--- src/hdl/assert_macros.svh ---
// Assertion macros used by the recognizer core.
`ifndef ASSERT_MACROS_SVH
`define ASSERT_MACROS_SVH
`ifndef NO_ASSERTIONS
// Check that a property holds at every clock edge outside reset.
`define AFRC_ASSERT(lbl, clk, rst_n, prop) \
    lbl: assert property (@(posedge clk) disable iff (!rst_n) (prop)) \
        else $error("property check failed");
// Check that a condition never holds outside reset.
`define AFRC_NEVER(lbl, clk, rst_n, cond) \
    lbl: assert property (@(posedge clk) disable iff (!rst_n) !(cond)) \
        else $error("forbidden condition seen");
`else
`define AFRC_ASSERT(lbl, clk, rst_n, prop)
`define AFRC_NEVER(lbl, clk, rst_n, cond)
`endif
`endif

--- src/hdl/afrc_pkg.sv ---
// Shared types and constants of the AT final result code recognizer.
package afrc_pkg;

    localparam int NUM_CODES = 8;
    localparam int CME_IDX   = 6;
    localparam int CMS_IDX   = 7;
    localparam int MAX_LEN   = 11;

    localparam logic [7:0] CHAR_COLON = 8'h3A;
    localparam logic [7:0] CHAR_CR    = 8'h0D;
    localparam logic [7:0] CHAR_LF    = 8'h0A;

    localparam logic [7:0] Z = 8'h00;

    // Result code texts, one row per code, padded with NUL.
    localparam logic [7:0] CODE_TEXT [NUM_CODES][MAX_LEN] = '{
        '{"O", "K", Z,   Z,   Z,   Z,   Z,   Z,   Z,   Z,   Z  },
        '{"E", "R", "R", "O", "R", Z,   Z,   Z,   Z,   Z,   Z  },
        '{"B", "U", "S", "Y", Z,   Z,   Z,   Z,   Z,   Z,   Z  },
        '{"N", "O", " ", "A", "N", "S", "W", "E", "R", Z,   Z  },
        '{"N", "O", " ", "C", "A", "R", "R", "I", "E", "R", Z  },
        '{"N", "O", " ", "D", "I", "A", "L", "T", "O", "N", "E"},
        '{"+", "C", "M", "E", " ", "E", "R", "R", "O", "R", Z  },
        '{"+", "C", "M", "S", " ", "E", "R", "R", "O", "R", Z  }
    };

    localparam logic [3:0] CODE_LEN [NUM_CODES] = '{
        4'd2, 4'd5, 4'd4, 4'd9, 4'd10, 4'd11, 4'd10, 4'd10
    };

    typedef enum logic [3:0] {
        KIND_OTHER      = 4'd0,
        KIND_OK         = 4'd1,
        KIND_ERROR      = 4'd2,
        KIND_BUSY       = 4'd3,
        KIND_NO_ANSWER  = 4'd4,
        KIND_NO_CARRIER = 4'd5,
        KIND_NO_DIALTON = 4'd6,
        KIND_CME        = 4'd7,
        KIND_CMS        = 4'd8
    } t_line_kind;

    typedef enum logic [2:0] {
        PH_NAME  = 3'd0,
        PH_COLON = 3'd1,
        PH_BLANK = 3'd2,
        PH_SIGN  = 3'd3,
        PH_DIGIT = 3'd4,
        PH_BAD   = 3'd5
    } t_code_phase;

    // One byte being processed this cycle.
    typedef struct packed {
        logic       valid;
        logic       eol;
        logic [7:0] rx_byte;
    } t_step;

    // Name matcher status toward the top level.
    typedef struct packed {
        t_line_kind kind;
        logic       colon_hit;
        logic       cme_alive;
    } t_match;

    // Code parser status toward the top level.
    typedef struct packed {
        t_code_phase phase;
        logic [31:0] code;
    } t_code;

endpackage

--- src/hdl/afrc_name_match.sv ---
// Result code name matcher: candidate mask and line position.
module afrc_name_match (
    input  logic             i_clk,
    input  logic             i_rst_n,
    input  afrc_pkg::t_step  i_step,
    input  logic             i_name_phase,
    output afrc_pkg::t_match o_match
);

    logic [afrc_pkg::NUM_CODES-1:0] r_mask, n_mask;
    logic [3:0]                     r_pos, n_pos;
    logic [afrc_pkg::NUM_CODES-1:0] w_keep;
    logic                           w_colon;
    afrc_pkg::t_line_kind           w_kind;

    // Narrow the candidates by the current byte.
    always_comb begin
        w_keep  = '0;
        w_colon = 1'b0;
        for (int i = 0; i < afrc_pkg::NUM_CODES; i++) begin
            if (r_mask[i]) begin
                if (r_pos < afrc_pkg::CODE_LEN[i]) begin
                    if (i_step.rx_byte == afrc_pkg::CODE_TEXT[i][r_pos]) begin
                        w_keep[i] = 1'b1;
                    end
                end else if (r_pos == afrc_pkg::CODE_LEN[i] && i >= afrc_pkg::CME_IDX &&
                             i_step.rx_byte == afrc_pkg::CHAR_COLON) begin
                    w_keep[i] = 1'b1;
                    w_colon   = 1'b1;
                end
            end
        end
    end

    // Exact match of a plain result code at line end.
    always_comb begin
        w_kind = afrc_pkg::KIND_OTHER;
        for (int i = 0; i < afrc_pkg::CME_IDX; i++) begin
            if (r_mask[i] && r_pos == afrc_pkg::CODE_LEN[i]) begin
                w_kind = afrc_pkg::t_line_kind'(4'(i + 1));
            end
        end
    end

    always_comb begin
        n_mask = r_mask;
        n_pos  = r_pos;
        if (i_step.valid) begin
            if (i_step.eol) begin
                n_mask = '1;
                n_pos  = '0;
            end else begin
                if (i_name_phase) begin
                    n_mask = w_keep;
                end
                if (r_pos != 4'hF) begin
                    n_pos = r_pos + 4'd1;
                end
            end
        end
    end

    always_ff @(posedge i_clk) begin
        if (!i_rst_n) begin
            r_mask <= '1;
            r_pos  <= '0;
        end else begin
            r_mask <= n_mask;
            r_pos  <= n_pos;
        end
    end

    assign o_match.kind      = w_kind;
    assign o_match.colon_hit = w_colon & i_name_phase;
    assign o_match.cme_alive = r_mask[afrc_pkg::CME_IDX];

endmodule

--- src/hdl/afrc_code_parse.sv ---
// Error code parser: phase sequencer, decimal accumulator, saturation.
module afrc_code_parse (
    input  logic            i_clk,
    input  logic            i_rst_n,
    input  afrc_pkg::t_step i_step,
    input  logic            i_colon_hit,
    output afrc_pkg::t_code o_code
);

    afrc_pkg::t_code_phase r_phase, n_phase, w_phase_adv;
    logic [31:0]           r_acc, n_acc;
    logic                  r_neg, n_neg;
    logic                  r_ovf, n_ovf;

    logic        w_blank, w_sign, w_digit;
    logic [3:0]  w_digit_val;
    logic [35:0] w_prod;
    logic [31:0] w_code;

    assign w_blank = i_step.rx_byte == 8'h20 || i_step.rx_byte == 8'h09 ||
                     i_step.rx_byte == 8'h0B || i_step.rx_byte == 8'h0C;
    assign w_sign  = i_step.rx_byte == 8'h2B || i_step.rx_byte == 8'h2D;
    assign w_digit = i_step.rx_byte >= 8'h30 && i_step.rx_byte <= 8'h39;
    assign w_digit_val = i_step.rx_byte[3:0];

    // acc * 10 + digit, with room to see a carry past 32 bits.
    assign w_prod = {1'b0, r_acc, 3'b000} + {3'b000, r_acc, 1'b0} + {32'd0, w_digit_val};

    // Next phase.
    always_comb begin
        w_phase_adv = r_phase;
        unique case (r_phase) inside
            afrc_pkg::PH_NAME: begin
                if (i_colon_hit) begin
                    w_phase_adv = afrc_pkg::PH_COLON;
                end
            end
            afrc_pkg::PH_COLON, afrc_pkg::PH_BLANK: begin
                if (w_blank) begin
                    w_phase_adv = afrc_pkg::PH_BLANK;
                end else if (w_sign) begin
                    w_phase_adv = afrc_pkg::PH_SIGN;
                end else if (w_digit) begin
                    w_phase_adv = afrc_pkg::PH_DIGIT;
                end else begin
                    w_phase_adv = afrc_pkg::PH_BAD;
                end
            end
            afrc_pkg::PH_SIGN, afrc_pkg::PH_DIGIT: begin
                w_phase_adv = w_digit ? afrc_pkg::PH_DIGIT : afrc_pkg::PH_BAD;
            end
            default: begin
                w_phase_adv = afrc_pkg::PH_BAD;
            end
        endcase
    end

    always_comb begin
        n_phase = r_phase;
        if (i_step.valid) begin
            n_phase = i_step.eol ? afrc_pkg::PH_NAME : w_phase_adv;
        end
    end

    // Accumulator, sign and overflow.
    always_comb begin
        n_acc = r_acc;
        n_neg = r_neg;
        n_ovf = r_ovf;
        if (i_step.valid) begin
            if (i_step.eol) begin
                n_acc = '0;
                n_neg = 1'b0;
                n_ovf = 1'b0;
            end else if (r_phase == afrc_pkg::PH_COLON || r_phase == afrc_pkg::PH_BLANK) begin
                if (w_sign) begin
                    n_neg = i_step.rx_byte == 8'h2D;
                end else if (w_digit) begin
                    n_acc = {28'd0, w_digit_val};
                end
            end else if (r_phase == afrc_pkg::PH_SIGN || r_phase == afrc_pkg::PH_DIGIT) begin
                if (w_digit) begin
                    if (|w_prod[35:32]) begin
                        n_ovf = 1'b1;
                    end else begin
                        n_acc = w_prod[31:0];
                    end
                end
            end
        end
    end

    // Saturated signed value of the digits seen so far.
    always_comb begin
        if (r_neg) begin
            w_code = (r_ovf || r_acc > 32'h8000_0000) ? 32'h8000_0000 : 32'd0 - r_acc;
        end else begin
            w_code = (r_ovf || r_acc[31]) ? 32'h7FFF_FFFF : r_acc;
        end
    end

    always_ff @(posedge i_clk) begin
        if (!i_rst_n) begin
            r_phase <= afrc_pkg::PH_NAME;
            r_acc   <= '0;
            r_neg   <= 1'b0;
            r_ovf   <= 1'b0;
        end else begin
            r_phase <= n_phase;
            r_acc   <= n_acc;
            r_neg   <= n_neg;
            r_ovf   <= n_ovf;
        end
    end

    assign o_code.phase = r_phase;
    assign o_code.code  = w_code;

endmodule

--- src/hdl/at_final_result_code_recognizer_core.sv ---
// AT final result code recognizer: input register, line state, result register.
// A line-end byte is first held in the input register and, once it advances,
// is registered as a result in the result register.
// Throughput: one byte per cycle, set by the per-byte state update of the matcher
// and parser; only a stalled output result holds the input side.
// Reset: synchronous, active low; clears all line state and both handshake
// registers, leaving every candidate code alive.
`include "assert_macros.svh"

module at_final_result_code_recognizer_core (
    input  logic        i_clk,
    input  logic        i_rst_n,
    // input byte channel
    input  logic        i_valid,
    output logic        o_stall,
    input  logic [7:0]  i_rx_byte,
    // result channel
    output logic        o_valid,
    input  logic        i_stall,
    output logic [3:0]  o_line_kind,
    output logic signed [31:0] o_error_code
);

    // Input register.
    logic        r_in_valid;
    logic [7:0]  r_in_byte;

    // Line state kept here: the line holds at least one byte.
    logic        r_in_line, n_in_line;

    // Result register.
    logic        r_out_valid;
    logic [3:0]  r_out_kind;
    logic [31:0] r_out_code;

    logic             w_adv;
    afrc_pkg::t_step  w_step;
    afrc_pkg::t_match w_match;
    afrc_pkg::t_code  w_code;
    logic             w_emit;
    afrc_pkg::t_line_kind w_kind;
    logic [31:0]      w_err;

    // Advance the held byte whenever the result slot is free or being taken.
    assign w_adv   = !r_out_valid || !i_stall;
    assign o_stall = r_in_valid && !w_adv;

    assign w_step.valid   = r_in_valid && w_adv;
    assign w_step.eol     = r_in_byte == afrc_pkg::CHAR_CR || r_in_byte == afrc_pkg::CHAR_LF;
    assign w_step.rx_byte = r_in_byte;

    afrc_name_match u_name_match (
        .i_clk        (i_clk),
        .i_rst_n      (i_rst_n),
        .i_step       (w_step),
        .i_name_phase (w_code.phase == afrc_pkg::PH_NAME),
        .o_match      (w_match)
    );

    afrc_code_parse u_code_parse (
        .i_clk       (i_clk),
        .i_rst_n     (i_rst_n),
        .i_step      (w_step),
        .i_colon_hit (w_match.colon_hit),
        .o_code      (w_code)
    );

    // Classify the line at its end. Name phase: exact plain code match.
    // Right after the colon: empty code, so another line. Later: CME or CMS,
    // with a value only when digits ended the line.
    always_comb begin
        w_kind = afrc_pkg::KIND_OTHER;
        w_err  = '0;
        case (w_code.phase)
            afrc_pkg::PH_NAME: begin
                w_kind = w_match.kind;
            end
            afrc_pkg::PH_COLON: begin
                w_kind = afrc_pkg::KIND_OTHER;
            end
            default: begin
                w_kind = w_match.cme_alive ? afrc_pkg::KIND_CME : afrc_pkg::KIND_CMS;
                if (w_code.phase == afrc_pkg::PH_DIGIT) begin
                    w_err = w_code.code;
                end
            end
        endcase
    end

    // A run of line ends emits once: only a non-empty line produces a result.
    assign w_emit = w_step.valid && w_step.eol && r_in_line;

    always_comb begin
        n_in_line = r_in_line;
        if (w_step.valid) begin
            n_in_line = !w_step.eol;
        end
    end

    always_ff @(posedge i_clk) begin
        if (!i_rst_n) begin
            r_in_valid  <= 1'b0;
            r_in_line   <= 1'b0;
            r_out_valid <= 1'b0;
        end else begin
            // Load a new byte whenever the input side is not stalled.
            if (!o_stall) begin
                r_in_valid <= i_valid;
            end
            r_in_line <= n_in_line;
            // Fill the result slot on an emit, drop it once taken.
            if (w_emit) begin
                r_out_valid <= 1'b1;
            end else if (!i_stall) begin
                r_out_valid <= 1'b0;
            end
        end
    end

    // Payload registers: no reset.
    always_ff @(posedge i_clk) begin
        if (!o_stall) begin
            r_in_byte <= i_rx_byte;
        end
        if (w_emit) begin
            r_out_kind <= w_kind;
            r_out_code <= w_err;
        end
    end

    assign o_valid      = r_out_valid;
    assign o_line_kind  = r_out_kind;
    assign o_error_code = r_out_code;

    // A new result appears only after a line-end byte was processed.
    `AFRC_ASSERT(a_result_from_eol, i_clk, i_rst_n,
        $rose(r_out_valid) |-> $past(w_step.valid && w_step.eol))
    // Only error lines carry a nonzero code.
    `AFRC_NEVER(a_code_only_on_error, i_clk, i_rst_n,
        r_out_valid && o_line_kind != afrc_pkg::KIND_CME &&
        o_line_kind != afrc_pkg::KIND_CMS && r_out_code != 32'd0)
    // An accepted byte is held in the input register on the next cycle.
    `AFRC_ASSERT(a_accept_loads, i_clk, i_rst_n,
        (i_valid && !o_stall) |=> r_in_valid)

endmodule
--- config.mk ---
export PLATFORM = sky130hd
export DESIGN_NAME = at_final_result_code_recognizer_core
export DESIGN_NICKNAME = d
export VERILOG_FILES = /design/src/hdl/afrc_pkg.sv /design/src/hdl/afrc_name_match.sv /design/src/hdl/afrc_code_parse.sv /design/src/hdl/at_final_result_code_recognizer_core.sv
export VERILOG_INCLUDE_DIRS = /design/src /design/src/hdl
export SDC_FILE = /design/constraint.sdc
export NUM_CORES = 1
export LEC_CHECK = 0
export ABC_CLOCK_PERIOD_IN_PS = 3700
export BUFFER_PORTS_ARGS = -buffer_cell sky130_fd_sc_hd__buf_2
export CORE_MARGIN = 1
export CORE_UTILIZATION = 53
export CTS_BUF_LIST = sky130_fd_sc_hd__clkbuf_16
export CTS_CLUSTER_DIAMETER = 80
export DETAILED_ROUTE_END_ITERATION = 8
export PLACE_DENSITY_LB_ADDON = 0.3
export REMOVE_ABC_BUFFERS = 1
export SETUP_SLACK_MARGIN = 0.15
export SYNTH_ARGS = -nofsm -noshare
export SYNTH_HDL_FRONTEND = slang
export SYNTH_SLANG_ARGS = --single-unit
--- constraint.sdc ---
create_clock -name i_clk -period 3.7 [get_ports i_clk]
set_input_delay 0.185 -clock i_clk [delete_from_list [all_inputs] [get_ports i_clk]]
set_output_delay 0.185 -clock i_clk [all_outputs]
set_load 0.1 [all_outputs]
Word-level counts from Yosys, hierarchy flattened:

Memories as Yosys holds them, arrays and structs flattened.
Index checks and enable logic that the tools add are counted.

* memories kept: 8
* bits of input ports: 12
* flip-flop bits (word level): 96
* output and inout bits: 38
* bits in read-only memories: 1024

Memory list
* (name not given): words 16, width 8, read ports 1, clocked after Yosys merged registers in 0, wr ports 0, line afrc_name_match.sv:23 `if (i_step.rx_byte == afrc_pkg::CODE_TEXT[i][r_pos]) begin`
* (name not given): words 16, width 8, read ports 1, clocked after Yosys merged registers in 0, wr ports 0, line afrc_name_match.sv:23
* (name not given): words 16, width 8, read ports 1, clocked after Yosys merged registers in 0, wr ports 0, line afrc_name_match.sv:23
* (name not given): words 16, width 8, read ports 1, clocked after Yosys merged registers in 0, wr ports 0, line afrc_name_match.sv:23
* (name not given): words 16, width 8, read ports 1, clocked after Yosys merged registers in 0, wr ports 0, line afrc_name_match.sv:23
* (name not given): words 16, width 8, read ports 1, clocked after Yosys merged registers in 0, wr ports 0, line afrc_name_match.sv:23
* +2 memories

* reduce and logical (&&, ||, !) cells: 45
* multiplexer cells: 84
* bitwise gates (word level): 3
* add/subtract/negate cells: 4
* equality and inequality tests: 33
* $lt $le $gt $ge: 10

Operators by type and width (count)
* $mux W32: 10
* $mux W8: 18
* $eq A8 B8 Y1: 8
* $mux W1: 42
* $eq A8 B4 Y1 const B: 5
* $add A35 B33 Y36: 1
* $add A36 B4 Y36: 1
* $eq A8 B6 Y1 const B: 4
* $gt A32 B32 Y1 const B: 1
* $sub A1 B32 Y32 const A: 1
* $mux W3: 7
* $reduce_bool A2 Y1: 7
* $eq A4 B4 Y1 const B: 3
* $logic_and A1 B1 Y1: 12
* $lt A4 B4 Y1 const B: 3
* $mux W4: 3
* $logic_or A1 B1 Y1: 10
* $reduce_and A5 Y1: 2
* $pmux W3 S3: 1
* $eq A4 B3 Y1 const B: 2
* $ge A8 B6 Y1 const B: 1
* $le A8 B6 Y1 const B: 1
* $lt A4 B3 Y1 const B: 2
* $pmux W4 S2: 1
* other kinds (23): 33

Depth between registers and ports, before layout:

Gate-level depths: netlist (run 1).

* depth in word-level cells: 12
* mapped depth: 15
* depth with buffers taken out: 13

Cells and area by module:

From an unflattened synthesis (run 1), not the netlist that was laid out.

* cells, all modules: 991
* area, all modules: 8474.4 sq um

By module, submodules not included
* afrc_code_parse: area each 4865.9 sq um, cells an instance 644, sequential area each 740.7 sq um, instances 1
* afrc_name_match: area each 1850.5 sq um, cells an instance 243, sequential area each 240.2 sq um, instances 1
* at_final_result_code_recognizer_core: area each 1757.9 sq um, cells an instance 104, sequential area each 1381.3 sq um, instances 1

Worst setup path before layout (run 1):

No wires, ideal clock.

* path kind: reg-to-reg
* start: register r_in_byte[3]
* end: register u_code_parse.r_acc[20]
* required time: 3.641 ns
* arrival time: 3.932 ns
* stages on the path, launching flop included: 15
* setup slack: -0.291 ns
* library setup time: 0.059 ns
* cells stage by stage: edfxtp_1 -> clkbuf_1 -> inv_1 -> fa_1 -> fa_1 -> nor2b_1 -> o31ai_1 -> a211o_1 -> a31o_2 -> o311a_1 -> xnor2_1 -> or3_4 -> nor3_4 -> buf_6 -> a22o_1

* longest elaborated chain between the ends: 6

RTL lines
* start, declared: line at_final_result_code_recognizer_core.sv:26 `logic [7:0] r_in_byte;`
* start signal, assigned: line at_final_result_code_recognizer_core.sv:123 `r_in_byte <= i_rx_byte;`
* $add A36 B4 Y36: line afrc_code_parse.sv:27 `assign w_prod = {1'b0, r_acc, 3'b000} + {3'b000, r_acc, 1'b0} + {32'd0, w_digit_val};`
* $mux W32: line afrc_code_parse.sv:83 `if (|w_prod[35:32]) begin`
* $mux W32: line afrc_code_parse.sv:82 `if (w_digit) begin`
* $mux W32: line afrc_code_parse.sv:81 `end else if (r_phase == afrc_pkg::PH_SIGN || r_phase == afrc_pkg::PH_DIGIT) begin`
* $mux W32: line afrc_code_parse.sv:75 `end else if (r_phase == afrc_pkg::PH_COLON || r_phase == afrc_pkg::PH_BLANK) begin`
* $mux W32: line afrc_code_parse.sv:71 `if (i_step.eol) begin`
* end signal, assigned: line afrc_code_parse.sv:110 `r_acc <= n_acc;`
* end, declared: line afrc_code_parse.sv:11 `logic [31:0] r_acc, n_acc;`

Parallel ways exist; a longest one is shown, timed or not. The select of a mux whose other input is x is not followed.
A chain may end at the register's enable or synchronous reset.

Worst setup path in the final report (run 1):

* start: register r_in_byte[3]
* end: register u_code_parse.r_acc[24]

The elaborated chain is that of the path after synthesis.

==> impl_metrics.ini, run 1 <==
[run]
drv.max_cap_violation_count = 0

[worst_setup_path]
timing.critical_path.to_type = flop
worst-path-max-fanout = 6
criticalPathCategory = reg2reg
reg2reg_end = u_code_parse.r_acc[24]$_SDFFE_PN0P_
setup.worst_path.start = r_in_byte[3]$_DFFE_PN_
crit_slowest_cell = fa_2
most_numerous_cell_on_the_critical_path = fa_2
reg2reg_slack_ns = 0.1
critical_path_required_ns = 3.95
cp.arrival_ns = 3.85
timing.reg2reg.worst_path_depth = 15
crit_path_cell_trace = inv_2 > fa_2 > fa_2 > nor2b_4 > o31ai_2 > a211o_1 > a31o_4 > o311a_1 > xnor2_1 > nor3_1 > buf_4 > o31ai_4 > buf_6 > buf_8 > a22o_1
start_kind = flop
worst_r2r_startpoint = r_in_byte[3]$_DFFE_PN_
slowest_delay_ns = 0.46

[power]
power-per-cell-area_mw_per_mm2 = 232.5
irDropWorstVdd_mv = 0.1962
total_power_mw = 2.185
leakage_nw = 4.003

[cts]
cts-hold-fix-buffers = 0
clk_latency_ns = 0.36
htree_levels = 3
cts.root.buffer_cell = clkbuf_16
tritoncts.num_buffers = 9
clock_sink_count = 96
worst_setup_hold_path_clk_slew_ns = 0.07
tritoncts = done
cts_max_path_buffers = 2

[global_route]
grt_max_degree = 38
grt_first_pass_wirelength_mm = 37.81
antenna_found_initial = 0
grt-ovfl-total = 0
track_usage = 0.2966
first_global_vias = 7425

[placement]
placed_area_sq_mm = 0.008820
hpwl_mm = 16.33
place.gp.congestion = 0.9297
placement.io_buffers = 49
pre_cts_slack_ns = -0.1085
dpl.cell_count = 1227

[floorplan]
floorplan.initialDensity = 0.5494
die_x_microns = 125.7
die_area_sq_mm = 0.01579
num_ports = 50
design.core.area_sq_mm = 0.01475
floorplan.rows = 44
die_height_microns = 125.7

[routing]
via_count = 8022
drc_errors = 4
drt.antenna.violating_nets = 0
vias_per_cell = 6.382
drt-initial-drc-count = 871
drt-total-wl_mm = 23.25
drt_pass_1_iters = 9
drt-wirelength-per-cell_microns = 18.49

[cells_and_area]
final_util = 0.6370
finish.instance_area_sq_mm = 0.009399
design.final.nets = 1159
post_layout_nonfiller_instances = 1257
antenna_cells_inserted = 0
syn_to_final_growth_pct = 15.96
share_of_final_layout_standard_cells_stronger_than_drive_strength_1 = 0.1650

[synthesis]
synth-main-ff-cell = dfxtp_1
synth-warning-count = 0
synth-edff-count = 44
synthMostInstantiatedCell = a21oi_1
synth_area_sq_mm = 0.008105
synthDominantCellAreaShare = 0.1630
ys_seq_area_frac = 0.2914
netlist_top_cells_area = edfxtp_1, dfxtp_1, ha_1
synth.lib_cells_used.distinct = 71
post_synth_top_area_cell = edfxtp_1
async_flop_share = 0
synthCells = 993
synth_top_cells_by_count = a21oi_1, nand2_1, o21ai_0
avgSynthCellArea_sq_um = 8.162
yosys_register_bits = 96

[timing]
finalCritPeriodShare = 0.9736
fin_ws_ns = 0.09752
clock.fmax_mhz = 277.6
finalHoldWorstSlack_ns = 0.005475
setup_viol = 0
finalHoldViolations = 0
grt_setup_unrepaired = true
finalClockSkew_ns = 0.01242
aggregate_negative_setup_slack_ns = 0
report.final.slew_viol_count = 0
timing_worst_slew_pin_value_ns = 0.9735
final.min_clock_period_ns = 3.602
maxSlewHeadroom = 0.3510

[outcome]
outcome = finished with violations
violations = DRC

[hold_path]
hold_path_startpoint = i_rx_byte[0]
worst_hold_path.num_cells = 1
hold_path.class = in2reg
timing.hold.worst_endpoint = r_in_byte[0]$_DFFE_PN_
## sequential cells by signal, indices dropped and copies added, names as in the netlist
signal                cells
u_name_match.r_pos        4
u_code_parse.r_acc       32
r_in_line                 1
u_code_parse.r_phase      3
r_in_valid                1
u_code_parse.r_ovf        1
u_code_parse.r_neg        1
o_error_code             32
o_line_kind               4
u_name_match.r_mask       8
r_in_byte                 8
o_valid                   1
## metal layers
metal | wire length (microns) | track usage | vias up
met1 | 10210 | 0.4005 | 3732
met2 | 10410 | 0.4755 | 373
met3 | 1737 | 0.03951 | 65
met5 | 0 | 0 | -
met4 | 892 | 0.1298 | 0
li1 | - | - | 3852
## layout make-up
type,count,area (sq um)
Inverter,36,135.1
Fill cell,1234,5355
Tap cell,184,230.2
Clock buffer,9,225.2
Multi-Input combinational cell,796,5439
Sequential cell,96,2364
Timing Repair Buffer,129,964.7
Clock inverter,7,41.29
## cell usage in the layout (no fill, tap or decap), types with 5 or more instances in the layout
cell type | netlist | final
a211oi_1 | 8 | 5
a21boi_0 | 9 | 9
a21o_1 | 14 | 14
a21oi_1 | 108 | 107
a22o_1 | 28 | 28
a311oi_1 | 6 | 6
a31oi_1 | 20 | 19
and2_1 | 6 | 6
and3_1 | 9 | 9
buf_2 | 9 | 49
buf_4 | 0 | 69
buf_6 | 3 | 5
clkbuf_16 | 0 | 9
dfxtp_1 | 52 | 51
edfxtp_1 | 44 | 44
ha_1 | 77 | 74
inv_1 | 35 | 36
mux2i_1 | 6 | 6
nand2_1 | 94 | 94
nand3_1 | 26 | 26
nand4_1 | 14 | 14
nor2_1 | 60 | 60
nor2b_1 | 6 | 5
nor3_1 | 36 | 36
nor3b_1 | 11 | 11
nor4_1 | 12 | 12
o211ai_1 | 5 | 5
o21ai_0 | 78 | 77
o21bai_1 | 7 | 7
o22ai_1 | 5 | 5
o31ai_1 | 7 | 6
or2_2 | 8 | 8
or3_1 | 11 | 11
or4_1 | 7 | 7
xnor2_1 | 38 | 38
xor2_1 | 21 | 21
## power by group
| group | internal [mW] | switching, mW |
|---|---|---|
| logic | 0.0711 | 0.106 |
| clock network | 0.453 | 0.429 |
| registers | 1.11 | 0.0130 |
| total | 1.64 | 0.547 |
## how the worst max path moves through the flow
stage                                          end  slack, ns
2_1_floorplan  u_code_parse.r_acc[10]$_SDFFE_PN0P_      -0.97
3_3_place_gp    u_code_parse.r_acc[5]$_SDFFE_PN0P_      -0.05
3_5_place_dp    u_code_parse.r_acc[4]$_SDFFE_PN0P_      -0.11
4_1_cts         u_code_parse.r_acc[4]$_SDFFE_PN0P_       0.13
5_1_grt        u_code_parse.r_acc[28]$_SDFFE_PN0P_    -0.0009
6_report       u_code_parse.r_acc[24]$_SDFFE_PN0P_        0.1
## worst max-delay path, delay by kind of cell, from the launching register on
kind	cells	cell delay [ns]
AOI/OAI and AO/OA	6	1.24
xor gates and xnor gates	1	0.14
adders and majority gates	2	0.85
buffers and inverters	4	0.56
DFF	1	0.40
and+or+nand+nor	2	0.29
## cell families (layout without fill, tap and decap cells)
group,after synthesis,in the layout,share of synthesized area
muxes,6,6,0.007410
xor gates and xnor gates,59,59,0.06375
adders and majority gates,80,80,0.1250
AOI/OAI and AO/OA,338,338,0.2675
and+or+nand+nor,313,313,0.1939
buffers and inverters,101,181,0.05094
DFF,96,96,0.2914
## timing repair
item                       CTS  global route
resized for setup           24            10
pin swaps                   42             8
setup buffers                6             3
gates cloned                 5             0
setup endpoints to repair   32            49
(Power assumes the default switching activity.)
==> inputs of run 2 (changes only) <==
--- a/config.mk
+++ b/config.mk
@@ -6,6 +6,7 @@
 export SDC_FILE = /design/constraint.sdc
 export NUM_CORES = 1
 export LEC_CHECK = 0
+export ABC_AREA = 1
 export ABC_CLOCK_PERIOD_IN_PS = 3700
 export BUFFER_PORTS_ARGS = -buffer_cell sky130_fd_sc_hd__buf_2
 export CORE_MARGIN = 1
@@ -13,9 +14,11 @@
 export CTS_BUF_LIST = sky130_fd_sc_hd__clkbuf_16
 export CTS_CLUSTER_DIAMETER = 80
 export DETAILED_ROUTE_END_ITERATION = 8
+export GPL_TIMING_DRIVEN = 0
 export PLACE_DENSITY_LB_ADDON = 0.3
 export REMOVE_ABC_BUFFERS = 1
 export SETUP_SLACK_MARGIN = 0.15
+export SLEW_MARGIN = 20
 export SYNTH_ARGS = -nofsm -noshare
 export SYNTH_HDL_FRONTEND = slang
 export SYNTH_SLANG_ARGS = --single-unit
==> impl_metrics.ini, run 2 <==
[floorplan]
num_ports = 50
die_x_microns = 131.1
design.core.area_sq_mm = 0.01606
die_area_sq_mm = 0.01718
floorplan.rows = 46
die_height_microns = 131.1
floorplan.initialDensity = 0.5499

[synthesis]
synth.lib_cells_used.distinct = 54
synth-main-ff-cell = dfxtp_1
synth_top_cells_by_count = nand2_1, nor2_1, inv_1
synth_area_sq_mm = 0.008830
netlist_top_cells_area = nand2_1, edfxtp_1, dfxtp_1
post_synth_top_area_cell = nand2_1
synth-warning-count = 0
yosys_register_bits = 96
async_flop_share = 0
synthCells = 1329
synth-edff-count = 44
synthDominantCellAreaShare = 0.1501
avgSynthCellArea_sq_um = 6.644
ys_seq_area_frac = 0.2675
synthMostInstantiatedCell = nand2_1

[worst_setup_path]
reg2reg_slack_ns = 0.43
timing.critical_path.to_type = flop
worst_r2r_startpoint = r_in_byte[3]$_DFFE_PN_
timing.reg2reg.worst_path_depth = 20
criticalPathCategory = reg2reg
cp.arrival_ns = 3.57
critical_path_required_ns = 3.99
setup.worst_path.start = r_in_byte[3]$_DFFE_PN_
start_kind = flop
worst-path-max-fanout = 10

[routing]
met3_length_mm = 1.394
met2_wirelength_mm = 10.48
top_sig_layer = met4
met1Wirelength_mm = 11.94
drc_errors = 0
vias_per_cell = 5.545
drt.antenna.violating_nets = 0
via_count = 8856
drt-initial-drc-count = 823
drt-total-wl_mm = 24.62
drt-wirelength-per-cell_microns = 15.41
drt_pass_1_iters = 5

[cells_and_area]
post_layout_nonfiller_instances = 1597
finish.instance_area_sq_mm = 0.009712
most-common-layout-cells = nand2_1, nor2_1, inv_1
mostFrequentLayoutCell = nand2_1
syn_to_final_growth_pct = 9.990
antenna_cells_inserted = 0
fillerInstances = 1518
share_of_final_layout_standard_cells_stronger_than_drive_strength_1 = 0.1093
design.final.nets = 1467

[global_route]
grt_max_degree = 38
track_usage = 0.2992
grt_first_pass_wirelength_mm = 39.65
antenna_found_initial = 0
first_global_vias = 7807
grt-ovfl-total = 0

[outcome]
outcome = finished clean

[hold_path]
hold_path_startpoint = i_valid
hold_path.class = in2reg
worst_hold_path.num_cells = 2

[cts]
cts.root.buffer_cell = clkbuf_16
tritoncts = done
clock_sink_count = 96
cts_max_path_buffers = 2
worst_setup_hold_path_clk_slew_ns = 0.08
clk_latency_ns = 0.36
tritoncts.num_buffers = 9
htree_levels = 3

[placement]
dpl.cell_count = 1562
hpwl_mm = 18.75
pre_cts_slack_ns = -0.2606
placement.io_buffers = 49
placed_area_sq_mm = 0.009183
place.gp.congestion = 0.9517

[timing]
finalHoldWorstSlack_ns = 0.03962
finalHoldViolations = 0
finalClockSkew_ns = 0.01058
fin_ws_ns = 0.4271
report.final.slew_viol_count = 0
aggregate_negative_setup_slack_ns = 0
maxSlewHeadroom = 0.3976
setup_viol = 0
grt_setup_unrepaired = false
clock.fmax_mhz = 305.5
timing_worst_slew_pin_value_ns = 0.9002
final.min_clock_period_ns = 3.273
finalCritPeriodShare = 0.8846

[run]
drv.max_cap_violation_count = 0

[power]
irDropWorstVdd_mv = 0.2063
leakage_nw = 4.812
power-per-cell-area_mw_per_mm2 = 238.7
## run 2: cell count changes in the layout (fill, tap and decap cells not counted), sizes merged, moves of 19 or more
cell	before	now
a22o	28	1
xor2	21	40
buf	129	62
nand2	94	362
xnor2	38	1
inv	40	156
nand3	26	90
nor2	60	160
## run 2: timing repair
item | 4_1_cts | 5_1_grt
endpoints found under the setup margin | 32 | 32
gates resized for setup | 3 | 7
hold buffers | 8 | 0
buffers inserted | 2 | 7
gates cloned | 2 | 0
endpoints found under the hold margin | 8 | 0
pin swaps | 0 | 1
## run 2: cell type report
class,count,area (sq um),area share
Sequential cell,96,2362,0.2432
Clock buffer,10,250.2,0.02577
Timing Repair Buffer,70,466.7,0.04805
Multi-Input combinational cell,1045,5723,0.5893
Clock inverter,6,55.05,0.005669
Tap cell,216,270.3,0.02783
Inverter,154,584.3,0.06016
## run 2: cells by family after synthesis
family | count (synthesis) | synth area share
compound gates | 232 | 0.1465
xor+xnor | 41 | 0.04067
fa+ha+maj | 79 | 0.1136
buf+inv | 190 | 0.09211
flops | 96 | 0.2675
simple gates | 691 | 0.3395
## run 2: power by group
| part | switching (mW) | internal [mW] | total [mW] |
|---|---|---|---|
| sequential | 0.0184 | 1.11 | 1.13 |
| combinational | 0.136 | 0.0772 | 0.213 |
| clock | 0.460 | 0.512 | 0.972 |
| total | 0.614 | 1.70 | 2.32 |
## run 2: through the flow
step             util  power, mW
2_1_floorplan       -      1.290
3_3_place_gp   0.5676      1.347
4_1_cts        0.5992      2.309
5_1_grt        0.6048      2.386
3_5_place_dp   0.5718      1.348
6_report       0.6048      2.318
## run 2: path summary, 6_finish.rpt
check / end
max: u_code_parse.r_acc[5]$_SDFFE_PN0P_
max reg2reg: u_code_parse.r_acc[5]$_SDFFE_PN0P_
min: r_in_valid$_SDFFE_PN0N_
min reg2reg: u_name_match.r_mask[7]$_SDFFE_PN1P_
## run 2: critical path: stages, from the launching register on
cell and delay, ns:
edfxtp_1 0.52, inv_4 0.11, fa_2 0.45, fa_1 0.45, inv_1 0.08, nand2_1 0.06, nand2_1 0.09, nand3_1 0.09
nand2_2 0.13, nand2_1 0.08, nand2_2 0.11, nand2_1 0.08, nand3_1 0.07, nand2_1 0.07, nor2_2 0.14, nand2_4 0.15
nand2_8 0.13, nand2_4 0.11, nand2_1 0.08, nand2_1 0.06, nor2_2 0.13
## run 2: per-layer routing
metal,up-vias,global-route usage
li1,4513,-
met1,3981,0.4318
met2,306,0.4488
met3,56,0.03693
met4,0,0.1231
met5,-,0
==> inputs of run 3 (changes only) <==
--- a/config.mk
+++ b/config.mk
@@ -11,7 +11,7 @@
 export BUFFER_PORTS_ARGS = -buffer_cell sky130_fd_sc_hd__buf_2
 export CORE_MARGIN = 1
 export CORE_UTILIZATION = 53
-export CTS_BUF_LIST = sky130_fd_sc_hd__clkbuf_16
+export CTS_BUF_LIST = sky130_fd_sc_hd__clkbuf_2 sky130_fd_sc_hd__clkbuf_4 sky130_fd_sc_hd__clkbuf_8
 export CTS_CLUSTER_DIAMETER = 80
 export DETAILED_ROUTE_END_ITERATION = 8
 export GPL_TIMING_DRIVEN = 0
==> constraint.sdc (replaced) <==
create_clock -name i_clk -period 3.7 [get_ports i_clk]
set_input_delay 0.185 -clock i_clk [delete_from_list [all_inputs] [get_ports i_clk]]
set_output_delay 0.185 -clock i_clk [all_outputs]
set_load 0.02 [all_outputs]
==> impl_metrics.ini, run 3 (synthesized netlist as in run 2, its figures left out) <==
[placement]
pre_cts_slack_ns = -0.2606
place.gp.congestion = 0.9517
hpwl_mm = 18.75
placement.io_buffers = 49

[cells_and_area]
design.final.nets = 1468
final_util = 0.5981
share_of_final_layout_standard_cells_stronger_than_drive_strength_1 = 0.1071
most-common-layout-cells = nand2_1, nor2_1, inv_1
antenna_cells_inserted = 0
mostFrequentLayoutCell = nand2_1
syn_to_final_growth_pct = 8.771
fillerInstances = 1541

[timing]
aggregate_negative_setup_slack_ns = 0
report.final.slew_viol_count = 0
maxSlewHeadroom = 0.4165
fin_ws_ns = 0.3953
final.min_clock_period_ns = 3.305
timing_worst_slew_pin_value_ns = 0.8720
finalHoldViolations = 0
finalCritPeriodShare = 0.8932
finalClockSkew_ns = 0.01537
grt_setup_unrepaired = false
clock.fmax_mhz = 302.6
setup_viol = 0
finalHoldWorstSlack_ns = 0.1315

[worst_setup_path]
criticalPathCategory = reg2reg
start_kind = flop
worst_r2r_startpoint = r_in_byte[3]$_DFFE_PN_
cp.arrival_ns = 3.64
critical_path_required_ns = 4.04
timing.reg2reg.worst_path_depth = 21
setup.worst_path.start = r_in_byte[3]$_DFFE_PN_
timing.critical_path.to_type = flop
worst-path-max-fanout = 12

[global_route]
grt_first_pass_wirelength_mm = 39.21
antenna_found_initial = 0
track_usage = 0.2955
first_global_vias = 7773
grt_max_degree = 38
grt-ovfl-total = 0

[floorplan]
floorplan.rows = 46
design.core.area_sq_mm = 0.01606
floorplan.initialDensity = 0.5499
die_height_microns = 131.1
num_ports = 50
die_area_sq_mm = 0.01718
die_x_microns = 131.1

[routing]
drt-total-wl_mm = 24.37
drt-wirelength-per-cell_microns = 15.25
drc_errors = 0
drt_pass_1_iters = 5
vias_per_cell = 5.519
via_count = 8819
drt-initial-drc-count = 687
drt.antenna.violating_nets = 0

[power]
leakage_nw = 4.765
irDropWorstVdd_mv = 0.1474
total_power_mw = 2.101
power-per-cell-area_mw_per_mm2 = 218.8

[cts]
tritoncts = done
cts_max_path_buffers = 2
cts.root.buffer_cell = clkbuf_8
tritoncts.num_buffers = 9
clock_sink_count = 96
htree_levels = 3
worst_setup_hold_path_clk_slew_ns = 0.11
clk_latency_ns = 0.40

[hold_path]
hold_path_startpoint = i_stall
hold_path.class = in2reg
worst_hold_path.num_cells = 4

[outcome]
outcome = finished clean

[run]
drv.max_cap_violation_count = 0
==> run 3: cell count changes in the layout (fill, tap and decap cells not counted) <==
cell / change
clkbuf_16: -10
clkbuf_8: +9
nor2_1: +2
nor2_2: -2
a21oi_1: +1
a21oi_2: -1
buf_12: -1
buf_4: +1
bufinv_16: +1
dlygate4sd3_1: +1
==> run 3: area by class of cell <==
class	count	area [sq um]	area share
multi-input cells	1045	5714	0.5950
flip-flops and latches	96	2362	0.2460
inverters	154	584.3	0.06084
repair buffers	71	464.2	0.04833
well taps	216	270.3	0.02814
clock buffers	9	123.9	0.01290
clock inverters	7	85.08	0.008859
==> run 3: power by group <==
part           switching (mW)  internal [mW]
clock network           0.430          0.327
registers              0.0180           1.11
logic                   0.134         0.0771
==> run 3: routing by layer <==
metal / GRT usage / part of all wire / wire (microns) / vias up
li1: - / - / - / 4511
met1: 0.4262 / 0.48 / 11680 / 3941
met2: 0.4382 / 0.43 / 10370 / 318
met3: 0.04018 / 0.066 / 1618 / 49
met4: 0.1278 / 0.029 / 702 / 0
met5: 0 / 0 / 0 / -
==> run 3: metrics by stage <==
step	std cells	cell area [sq um]
3_5_place_dp	1562	9183
4_1_cts	1590	9519
6_report	1598	9604
2_1_floorplan	1293	8598
3_3_place_gp	1558	9114
5_1_grt	1598	9604
==> run 3: worst paths after layout <==
| path | endpoint | slack, ns |
|---|---|---|
| worst max-delay path | u_code_parse.r_acc[27]$_SDFFE_PN0P_ | 0.40 |
| worst min-delay path | o_valid$_SDFFE_PN0P_ | 0.13 |
| worst max register to register | u_code_parse.r_acc[27]$_SDFFE_PN0P_ | 0.40 |
| worst min register to register | u_name_match.r_mask[7]$_SDFFE_PN1P_ | 0.45 |
==> run 3: what timing repair did <==
item	in CTS	in global routing
hold buffers	9	0
endpoints found under the hold margin	9	0
buffers inserted	2	7
setup endpoints to repair	32	32
resized for setup	2	5
pin swaps	0	1
cloned	1	1
==> run 3: worst max-delay path, cell delays in order, from the launching register on <==
cell and delay (ns):
edfxtp_1 0.52, inv_4 0.12, fa_2 0.45, fa_1 0.45, inv_1 0.08, nand2_1 0.06, nand2_1 0.08, nand3_1 0.09
nand2_2 0.13, nand2_1 0.08, nand2_2 0.11, nand2_1 0.08, nand2_1 0.06, nand2_1 0.04, nand2_1 0.08, nor2_2 0.05
nand2_4 0.18, nand2_8 0.13, buf_4 0.21, nand3_1 0.07, nand2_1 0.05, nor2_1 0.10
